## config.mk

```make
export PLATFORM = sky130hd
export DESIGN_NAME = tolerance_outer_merge_join_top
export DESIGN_NICKNAME = d
export VERILOG_FILES = /design/src/sv/tomj_pkg.sv /design/src/sv/tomj_ram.sv /design/src/sv/tomj_absdiff.sv /design/src/sv/tomj_join.sv /design/src/sv/tolerance_outer_merge_join_top.sv
export VERILOG_INCLUDE_DIRS = /design/src /design/src/sv
export SDC_FILE = /design/constraint.sdc
export NUM_CORES = 2
export LEC_CHECK = 0
export ABC_CLOCK_PERIOD_IN_PS = 12800
export BUFFER_PORTS_ARGS = -buffer_cell sky130_fd_sc_hd__buf_2
export CORE_MARGIN = 1
export CORE_UTILIZATION = 55
export DETAILED_ROUTE_END_ITERATION = 10
export PLACE_DENSITY = 0.81
export REMOVE_ABC_BUFFERS = 1
export SETUP_SLACK_MARGIN = 0.4
export SLEW_MARGIN = 20
export SYNTH_ARGS = -nofsm -noshare
export SYNTH_HDL_FRONTEND = slang
export SYNTH_HIERARCHICAL = 1
export SYNTH_SLANG_ARGS = --single-unit
export TNS_END_PERCENT = 5
```

## constraint.sdc

```tcl
create_clock -name clk -period 12.8 [get_ports clk]
set_input_delay 2.56 -clock clk [delete_from_list [all_inputs] [get_ports clk]]
set_output_delay 2.56 -clock clk [all_outputs]
set_load 0.1 [all_outputs]
```

## src/sv/tolerance_outer_merge_join_top_assert.svh

```systemverilog
// assertion macros included by the join rtl
`ifndef TOLERANCE_OUTER_MERGE_JOIN_TOP_ASSERT_SVH
`define TOLERANCE_OUTER_MERGE_JOIN_TOP_ASSERT_SVH

// same-cycle implication, checked outside reset
`define TOMJ_ASSERT_NOW(lbl, ante, cons) \
  lbl: assert property (@(posedge clk) disable iff (rst) (ante) |-> (cons)) \
    else $error("tomj check failed");

// next-cycle implication, checked outside reset
`define TOMJ_ASSERT_NEXT(lbl, ante, cons) \
  lbl: assert property (@(posedge clk) disable iff (rst) (ante) |=> (cons)) \
    else $error("tomj check failed");

`endif

```

## src/sv/tomj_pkg.sv

```systemverilog
`timescale 1ns / 1ps

package tomj_pkg;

  localparam int MaxLen = 32;
  localparam int AddrW  = (MaxLen > 1) ? $clog2(MaxLen) : 1;
  localparam int CntW   = $clog2(MaxLen + 1);
  localparam int KeyW   = 32;
  localparam int TolW   = 31;
  localparam int IdxW   = 8;
  localparam int DiffW  = KeyW + 1;

  localparam logic [DiffW-1:0] DIFF_INF = '1;

  localparam logic [1:0] ACT_LOAD_X = 2'd0;
  localparam logic [1:0] ACT_LOAD_Y = 2'd1;
  localparam logic [1:0] ACT_RUN    = 2'd2;

  typedef struct packed {
    logic [1:0]             action;
    logic signed [KeyW-1:0] key;
    logic [TolW-1:0]        tolerance;
  } in_t;

  typedef struct packed {
    logic [IdxW-1:0] x_index;
    logic [IdxW-1:0] y_index;
    logic            last;
  } out_t;

  typedef struct packed {
    logic             x_we;
    logic             y_we;
    logic [AddrW-1:0] addr;
    logic [KeyW-1:0]  key;
    logic [TolW-1:0]  tol;
  } mem_wr_t;

  typedef struct packed {
    logic [AddrW-1:0] x_addr;
    logic [AddrW-1:0] y_addr;
  } mem_rd_t;

  typedef enum logic [9:0] {
    ST_IDLE   = 10'b00_0000_0001,
    ST_STEP   = 10'b00_0000_0010,
    ST_RD_CUR = 10'b00_0000_0100,
    ST_RD_NXT = 10'b00_0000_1000,
    ST_D0     = 10'b00_0001_0000,
    ST_D1     = 10'b00_0010_0000,
    ST_D2     = 10'b00_0100_0000,
    ST_D3     = 10'b00_1000_0000,
    ST_DECIDE = 10'b01_0000_0000,
    ST_PUT    = 10'b10_0000_0000
  } state_t;

endpackage

```

## src/sv/tomj_ram.sv

```systemverilog
`timescale 1ns / 1ps

module tomj_ram #(
  parameter int Width = 32,
  parameter int Depth = 32
) (
  input  logic                     clk,
  input  logic                     we,
  input  logic [$clog2(Depth)-1:0] waddr,
  input  logic [Width-1:0]         wdata,
  input  logic [$clog2(Depth)-1:0] raddr,
  output logic [Width-1:0]         rdata
);

  logic [Width-1:0] mem [Depth];

  always_ff @(posedge clk) begin
    if (we) begin
      mem[waddr] <= wdata;
    end
    rdata <= mem[raddr];
  end

endmodule

```

## src/sv/tomj_absdiff.sv

```systemverilog
`timescale 1ns / 1ps

module tomj_absdiff (
  input  logic signed [tomj_pkg::KeyW-1:0] a,
  input  logic signed [tomj_pkg::KeyW-1:0] b,
  output logic [tomj_pkg::DiffW-1:0]       diff,
  output logic                             a_lt_b
);

  logic signed [tomj_pkg::KeyW:0] sub;
  logic signed [tomj_pkg::KeyW:0] mag;

  always_comb begin
    sub    = {a[tomj_pkg::KeyW-1], a} - {b[tomj_pkg::KeyW-1], b};
    a_lt_b = sub[tomj_pkg::KeyW];
    mag    = a_lt_b ? -sub : sub;
    diff   = {1'b0, mag[tomj_pkg::KeyW-1:0]};
  end

endmodule

```

## src/sv/tomj_join.sv

```systemverilog
`timescale 1ns / 1ps

module tomj_join (
  input  logic                        clk,
  input  logic                        rst,
  input  logic                        item_valid,
  output logic                        item_stall,
  input  tomj_pkg::in_t               item,
  input  logic                        cfg_we,
  input  logic [tomj_pkg::IdxW-1:0]   cfg_wdata,
  output logic                        result_valid,
  input  logic                        result_stall,
  output tomj_pkg::out_t              result,
  output tomj_pkg::mem_wr_t           wr,
  output tomj_pkg::mem_rd_t           rd,
  input  logic [tomj_pkg::KeyW-1:0]   x_key_q,
  input  logic [tomj_pkg::TolW-1:0]   x_tol_q,
  input  logic [tomj_pkg::KeyW-1:0]   y_key_q
);

  `include "tolerance_outer_merge_join_top_assert.svh"

  tomj_pkg::state_t state, state_next;

  logic [tomj_pkg::CntW-1:0]  x_count, y_count, ix, iy;
  logic [tomj_pkg::CntW-1:0]  ix_inc, iy_inc, ix_step, iy_step;
  logic [tomj_pkg::IdxW-1:0]  nm;
  logic signed [tomj_pkg::KeyW-1:0] xk, yk, xn, yn;
  logic signed [tomj_pkg::KeyW-1:0] op_a, op_b;
  logic [tomj_pkg::TolW-1:0]  tol;
  logic [tomj_pkg::DiffW-1:0] d, dx, dy, dxy, ad_diff;
  logic ad_lt, x_lt_y, dx_lt_d, dy_lt_d, dx_lt_dy;
  logic take_x, take_y, hx, hy;
  logic accept, push, run_last, in_tol, nearer;
  logic x_room, y_room;

  assign accept     = item_valid && !item_stall;
  assign item_stall = (state != tomj_pkg::ST_IDLE);
  assign push       = (state == tomj_pkg::ST_PUT) && (!result_valid || !result_stall);

  assign ix_inc  = ix + tomj_pkg::CntW'(1);
  assign iy_inc  = iy + tomj_pkg::CntW'(1);
  assign hx      = ix_inc < x_count;
  assign hy      = iy_inc < y_count;
  assign ix_step = ix + tomj_pkg::CntW'(take_x);
  assign iy_step = iy + tomj_pkg::CntW'(take_y);
  assign run_last = (ix_step >= x_count) && (iy_step >= y_count);

  assign x_room = x_count < tomj_pkg::CntW'(tomj_pkg::MaxLen);
  assign y_room = y_count < tomj_pkg::CntW'(tomj_pkg::MaxLen);

  // store writes on loads
  always_comb begin
    wr.x_we = accept && (item.action == tomj_pkg::ACT_LOAD_X) && x_room;
    wr.y_we = accept && (item.action == tomj_pkg::ACT_LOAD_Y) && y_room;
    wr.addr = (item.action == tomj_pkg::ACT_LOAD_X) ? x_count[tomj_pkg::AddrW-1:0]
                                                    : y_count[tomj_pkg::AddrW-1:0];
    wr.key  = item.key;
    wr.tol  = item.tolerance;
  end

  // current entries first, then the look-ahead neighbours
  always_comb begin
    if (state == tomj_pkg::ST_RD_CUR) begin
      rd.x_addr = ix[tomj_pkg::AddrW-1:0];
      rd.y_addr = iy[tomj_pkg::AddrW-1:0];
    end else begin
      rd.x_addr = ix_inc[tomj_pkg::AddrW-1:0];
      rd.y_addr = iy_inc[tomj_pkg::AddrW-1:0];
    end
  end

  // operand select for the shared difference unit
  always_comb begin
    case (state)
      tomj_pkg::ST_D0: begin
        op_a = xk;
        op_b = yk;
      end
      tomj_pkg::ST_D1: begin
        op_a = xn;
        op_b = yk;
      end
      tomj_pkg::ST_D2: begin
        op_a = xk;
        op_b = yn;
      end
      default: begin
        op_a = xn;
        op_b = yn;
      end
    endcase
  end

  tomj_absdiff u_absdiff (
    .a      (op_a),
    .b      (op_b),
    .diff   (ad_diff),
    .a_lt_b (ad_lt)
  );

  assign in_tol = d <= {{(tomj_pkg::DiffW-tomj_pkg::TolW){1'b0}}, tol};
  assign nearer = (dx_lt_d && (dx < dxy)) || (dy_lt_d && (dy < dxy));

  always_comb begin
    state_next = state;
    unique case (state)
      tomj_pkg::ST_IDLE: begin
        if (accept && (item.action == tomj_pkg::ACT_RUN) &&
            ((x_count != '0) || (y_count != '0))) begin
          state_next = tomj_pkg::ST_STEP;
        end
      end
      tomj_pkg::ST_STEP: begin
        if ((ix >= x_count) || (iy >= y_count)) begin
          state_next = tomj_pkg::ST_PUT;
        end else begin
          state_next = tomj_pkg::ST_RD_CUR;
        end
      end
      tomj_pkg::ST_RD_CUR: state_next = tomj_pkg::ST_RD_NXT;
      tomj_pkg::ST_RD_NXT: state_next = tomj_pkg::ST_D0;
      tomj_pkg::ST_D0:     state_next = tomj_pkg::ST_D1;
      tomj_pkg::ST_D1:     state_next = tomj_pkg::ST_D2;
      tomj_pkg::ST_D2:     state_next = tomj_pkg::ST_D3;
      tomj_pkg::ST_D3:     state_next = tomj_pkg::ST_DECIDE;
      tomj_pkg::ST_DECIDE: state_next = tomj_pkg::ST_PUT;
      tomj_pkg::ST_PUT: begin
        if (push) begin
          state_next = run_last ? tomj_pkg::ST_IDLE : tomj_pkg::ST_STEP;
        end
      end
      default: state_next = tomj_pkg::ST_IDLE;
    endcase
  end

  // control state
  always_ff @(posedge clk) begin
    if (rst) begin
      state        <= tomj_pkg::ST_IDLE;
      x_count      <= '0;
      y_count      <= '0;
      ix           <= '0;
      iy           <= '0;
      nm           <= '0;
      result_valid <= 1'b0;
    end else begin
      state        <= state_next;
      result_valid <= push || (result_valid && result_stall);
      if (cfg_we) begin
        nm <= cfg_wdata;
      end
      if (wr.x_we) begin
        x_count <= x_count + tomj_pkg::CntW'(1);
      end
      if (wr.y_we) begin
        y_count <= y_count + tomj_pkg::CntW'(1);
      end
      if (state == tomj_pkg::ST_IDLE) begin
        ix <= '0;
        iy <= '0;
      end
      if (push) begin
        if (run_last) begin
          ix      <= '0;
          iy      <= '0;
          x_count <= '0;
          y_count <= '0;
        end else begin
          ix <= ix_step;
          iy <= iy_step;
        end
      end
    end
  end

  // datapath
  always_ff @(posedge clk) begin
    unique case (state)
      tomj_pkg::ST_STEP: begin
        take_x <= (iy >= y_count);
        take_y <= (ix >= x_count);
      end
      tomj_pkg::ST_RD_NXT: begin
        xk  <= signed'(x_key_q);
        yk  <= signed'(y_key_q);
        tol <= x_tol_q;
      end
      tomj_pkg::ST_D0: begin
        xn     <= signed'(x_key_q);
        yn     <= signed'(y_key_q);
        d      <= ad_diff;
        x_lt_y <= ad_lt;
      end
      tomj_pkg::ST_D1: begin
        dx <= hx ? ad_diff : tomj_pkg::DIFF_INF;
      end
      tomj_pkg::ST_D2: begin
        dy      <= hy ? ad_diff : tomj_pkg::DIFF_INF;
        dx_lt_d <= dx < d;
      end
      tomj_pkg::ST_D3: begin
        dxy      <= (hx && hy) ? ad_diff : tomj_pkg::DIFF_INF;
        dy_lt_d  <= dy < d;
        dx_lt_dy <= dx < dy;
      end
      tomj_pkg::ST_DECIDE: begin
        if (in_tol) begin
          if (nearer) begin
            take_x <= dx_lt_dy;
            take_y <= !dx_lt_dy;
          end else begin
            take_x <= 1'b1;
            take_y <= 1'b1;
          end
        end else begin
          take_x <= x_lt_y;
          take_y <= !x_lt_y;
        end
      end
      default: begin
      end
    endcase
    if (push) begin
      result.x_index <= take_x ? tomj_pkg::IdxW'(ix_inc) : nm;
      result.y_index <= take_y ? tomj_pkg::IdxW'(iy_inc) : nm;
      result.last    <= run_last;
    end
  end

  `TOMJ_ASSERT_NOW(a_ix_in_range, 1'b1, (ix <= x_count) && (iy <= y_count))
  `TOMJ_ASSERT_NOW(a_step_has_work, state == tomj_pkg::ST_STEP, (ix < x_count) || (iy < y_count))
  `TOMJ_ASSERT_NOW(a_put_advances, state == tomj_pkg::ST_PUT, take_x || take_y)
  `TOMJ_ASSERT_NEXT(a_last_clears, push && run_last, (x_count == '0) && (y_count == '0))

endmodule

```

## src/sv/tolerance_outer_merge_join_top.sv

```systemverilog
`timescale 1ns / 1ps

// Sorted outer merge join with a per-key tolerance. Beats with action 0 or 1
// append a key (and for x a tolerance) to list x or y, one beat per cycle;
// loads into a full list of 32 are dropped. A run beat walks both lists and
// sends one result beat per outer-join pair, with 1-based indices, the
// no-match code for a missing side, and last on the final pair; afterwards
// both lists are empty. A run of two empty lists sends nothing. During a run
// the input stalls. Pairs are made one at a time; one where both sides remain
// passes read, difference and decide states, and each waits while the result
// side stalls: the key stores have one read port each and every key
// difference goes through one shared subtractor, four differences per such
// pair. The no-match code may be written whenever no run is in progress.
module tolerance_outer_merge_join_top (
  input  logic                      clk,
  input  logic                      rst,
  input  logic                      item_valid,
  output logic                      item_stall,
  input  tomj_pkg::in_t             item,
  output logic                      result_valid,
  input  logic                      result_stall,
  output tomj_pkg::out_t            result,
  input  logic                      cfg_we,
  input  logic [tomj_pkg::IdxW-1:0] cfg_wdata
);

  tomj_pkg::mem_wr_t wr;
  tomj_pkg::mem_rd_t rd;
  logic [tomj_pkg::KeyW-1:0] x_key_q, y_key_q;
  logic [tomj_pkg::TolW-1:0] x_tol_q;

  tomj_ram #(.Width(tomj_pkg::KeyW), .Depth(tomj_pkg::MaxLen)) u_x_keys (
    .clk   (clk),
    .we    (wr.x_we),
    .waddr (wr.addr),
    .wdata (wr.key),
    .raddr (rd.x_addr),
    .rdata (x_key_q)
  );

  tomj_ram #(.Width(tomj_pkg::TolW), .Depth(tomj_pkg::MaxLen)) u_x_tols (
    .clk   (clk),
    .we    (wr.x_we),
    .waddr (wr.addr),
    .wdata (wr.tol),
    .raddr (rd.x_addr),
    .rdata (x_tol_q)
  );

  tomj_ram #(.Width(tomj_pkg::KeyW), .Depth(tomj_pkg::MaxLen)) u_y_keys (
    .clk   (clk),
    .we    (wr.y_we),
    .waddr (wr.addr),
    .wdata (wr.key),
    .raddr (rd.y_addr),
    .rdata (y_key_q)
  );

  tomj_join u_join (
    .clk          (clk),
    .rst          (rst),
    .item_valid   (item_valid),
    .item_stall   (item_stall),
    .item         (item),
    .cfg_we       (cfg_we),
    .cfg_wdata    (cfg_wdata),
    .result_valid (result_valid),
    .result_stall (result_stall),
    .result       (result),
    .wr           (wr),
    .rd           (rd),
    .x_key_q      (x_key_q),
    .x_tol_q      (x_tol_q),
    .y_key_q      (y_key_q)
  );

endmodule

```

==> flow_metrics.tcl <==
set metrics [dict create \
    drv_slew 0 \
    power_mw 23.0 \
    p_leak_nw 61.7 \
    syn_inst 8724 \
    cts_resized 0 \
    worst_ep_required_time_ns 13.56 \
    hold_start "u_y_keys/rdata[28]$_DFF_P_" \
    cts_made_buffers 352 \
    postCtsSetupBuffers 0 \
    period_needed_ns 6.37 \
    via_count 79600 \
    drcViolationCount 0 \
    syn-cell-area_um2 142000 \
    routed_wl_mm 352 \
    worstSkewPairLatency_ns 0.99 \
    ys.flop_type "edfxtp_1" \
    floorplan.rows 186 \
    grt_pass1_wl_mm 505 \
    fin_ws_ns 6.43 \
    grt_pass1_vias 77500 \
    worstReg2RegEnd "u_join/dy[31]$_SDFFCE_PP1P_" \
    status "finished, final reports clean" \
    whs_endpoint "u_join/yk[28]$_DFFE_PP_" \
    startpoint_type "flip-flop" \
    rsz0062_at_grt "false" \
    skew_ns 0.0997 \
    io_buffers 96 \
    synth_seq_area_share 0.728 \
    min_path_type "flip-flop to flip-flop" \
    fmax_mhz 157 \
    finalSetupViolations 0 \
    finalHoldViolCount 0 \
    cts.sinks 3492 \
    clock_path_buffers 4 \
    post-dp-hpwl_mm 204 \
    synth-edff-count 3354 \
    post_drt_wl_per_cell_um 28.3 \
    hold-path-cell-count 0 \
    cts_hold_buf 0 \
    track_usage 0.265 \
    antenna_left 0 \
    drive_gt1_frac 0.103 \
    syn_area_per_cell_um2 16.3 \
    final_cell_mix "edfxtp_1 (3354), mux2i_1 (1533), nand2_1 (395)" \
    relSlewSlack 0.152 \
    rr_startpoint "u_join/state[5]$_SDFFE_PP0P_" \
    die_y_um 511 \
    ios 97 \
    cp-end-kind "flip-flop" \
    final_cells 12400 \
    multiInputGateArea_um2 36000 \
    register_area_um2 103000 \
    drv_cap 0 \
    vias_per_cell 6.40 \
    htree_levels 5 \
    async_flop_share 0 \
    grt_antenna_before_repair 14 \
    r2r_slack_ns 6.43 \
    core_um2 257000 \
    tightest_slew_ns 1.27 \
    synth.ff_latch_count 3492 \
    yosysWarnings 6 \
    grt_max_degree 133 \
    r2r_cells 16 \
    p_per_area_nw_per_um2 146 \
    die_w_um 511 \
    areaGrowthSynthToFinish_pct 10.5 \
    place_ws_ns 5.96 \
    synthDistinctLibCells 90 \
    fill_cells 17500 \
    cp.arrival_ns 7.12 \
    dp.cells 11800 \
    gp_congestion 0.911 \
    nets 9126 \
    path_clk_slew_ns 0.06 \
    cts_tree "built" \
    crit_type "flip-flop to flip-flop" \
    dieArea_um2 261000 \
    final_common_cell "edfxtp_1" \
    fin_area_um2 157000 \
    worst_ir_drop_vdd_mv 0.159 \
    fin_crit_sh 0.497 \
    cts-root-buf "clkbuf_16" \
    postPlaceCellArea_um2 146000 \
    firstDrtPassIters 8 \
    grt-ovfl-total 0 \
    fin_util 0.612 \
    drtIter0Drc 9894 \
    start_util 0.554 \
    cp_max_fo 33 \
]
==> logic make-up after synthesis <==
| group | Yosys count | share of synthesized area |
|---|---|---|
| AND/OR/NAND/NOR | 1366 | 0.0469 |
| XOR/XNOR | 86 | 0.00530 |
| multiplexers | 1607 | 0.114 |
| other | 1 | 0.0000264 |
| AO/OA/AOI/OAI | 1215 | 0.0573 |
| adder cells (fa/ha/maj) | 271 | 0.0239 |
| flip-flops | 3492 | 0.728 |
| buffers and inverters | 686 | 0.0252 |
==> sequential cells by signal (all words and copies together), names as in the netlist, 33 cells and up <==
register and flops:
u_x_keys/mem 1024, u_y_keys/mem 1024, u_x_tols/mem 992, u_join/d 33
u_join/dx 33, u_join/dxy 33, u_join/dy 33
==> layout make-up <==
cell class | instances | area share
Sequential cell | 3492 | 0.659
Timing Repair Buffer | 191 | 0.00944
Clock inverter | 165 | 0.0107
Clock buffer | 454 | 0.0601
Inverter | 194 | 0.00465
Multi-Input combinational cell | 4546 | 0.229
Antenna cell | 16 | 0.000255
Tap cell | 3384 | 0.0269
==> critical path, cell delays in order, from the launching register on <==
cell and delay, ns:
dfxtp_1 0.34, or4_4 0.57, nor3_4 0.24, nand3_2 0.74, mux2_2 0.58, ha_1 0.47
nand4_1 0.20, or2_2 0.36, a2111oi_1 0.71, o31ai_2 0.11, xor2_1 0.24, nand2_1 0.12
or3_4 0.43, nand4b_4 0.21, o41a_1 0.34, xnor2_1 0.36, nand2b_1 0.18
==> per-layer routing <==
| layer | up-vias | global-route usage | share of wire |
|---|---|---|---|
| li1 | 34000 | - | - |
| met1 | 40000 | 0.355 | 0.37 |
| met2 | 4829 | 0.420 | 0.47 |
| met3 | 815 | 0.0575 | 0.11 |
| met4 | 6 | 0.116 | 0.048 |
| met5 | - | 0 | 0.00012 |
==> cells in the mapped netlist (74+ instances only) <==
cell type	instances	area, µm²
nand2_1	396	1490
a21oi_1	395	1980
a31oi_1	105	657
clkbuf_1	176	661
mux2_2	74	833
edfxtp_1	3354	101000
buf_2	97	485
buf_4	163	1220
ha_1	270	3380
mux2i_1	1533	15300
nor2_1	214	803
a22o_1	191	1670
nand2b_1	131	820
nor3_1	118	591
dfxtp_1	138	2760
nand3_1	328	1640
a22oi_1	297	2230
inv_1	194	728
==> stage by stage <==
| stage | hold slack (ns) | setup TNS, ns |
|---|---|---|
| 2_1_floorplan | 0.386 | -5100.74 |
| 3_3_place_gp | 0.391 | 0 |
| 3_5_place_dp | 0.389 | 0 |
| 4_1_cts | 0.404 | 0 |
| 5_1_grt | 0.403 | 0 |
| 6_report | 0.404 | 0 |
==> where the power goes <==
| part | internal (mW) | total (mW) | switching [mW] |
|---|---|---|---|
| sequential | 12.5 | 12.6 | 0.0205 |
| clock | 5.84 | 9.97 | 4.14 |
| combinational | 0.0627 | 0.425 | 0.362 |
| total | 18.4 | 23.0 | 4.52 |
==> worst max-delay path by stage <==
stage / from / end / cells past startpoint
after floorplan: u_join/state[5]$_SDFFE_PP0P_ / u_x_keys/rdata[30]$_DFF_P_ / 9
after global placement: item[64] / u_x_tols/mem[29][10]$_DFFE_PP_ / 6
after detailed placement: item[64] / u_x_keys/mem[7][11]$_DFFE_PP_ / 6
after CTS: u_join/state[5]$_SDFFE_PP0P_ / u_join/dy[31]$_SDFFCE_PP1P_ / 16
after global routing: u_join/state[5]$_SDFFE_PP0P_ / u_join/dxy[31]$_SDFFCE_PN1P_ / 16
final: u_join/state[5]$_SDFFE_PP0P_ / u_join/dy[31]$_SDFFCE_PP1P_ / 16
Power figures use the tool's default switching activity.
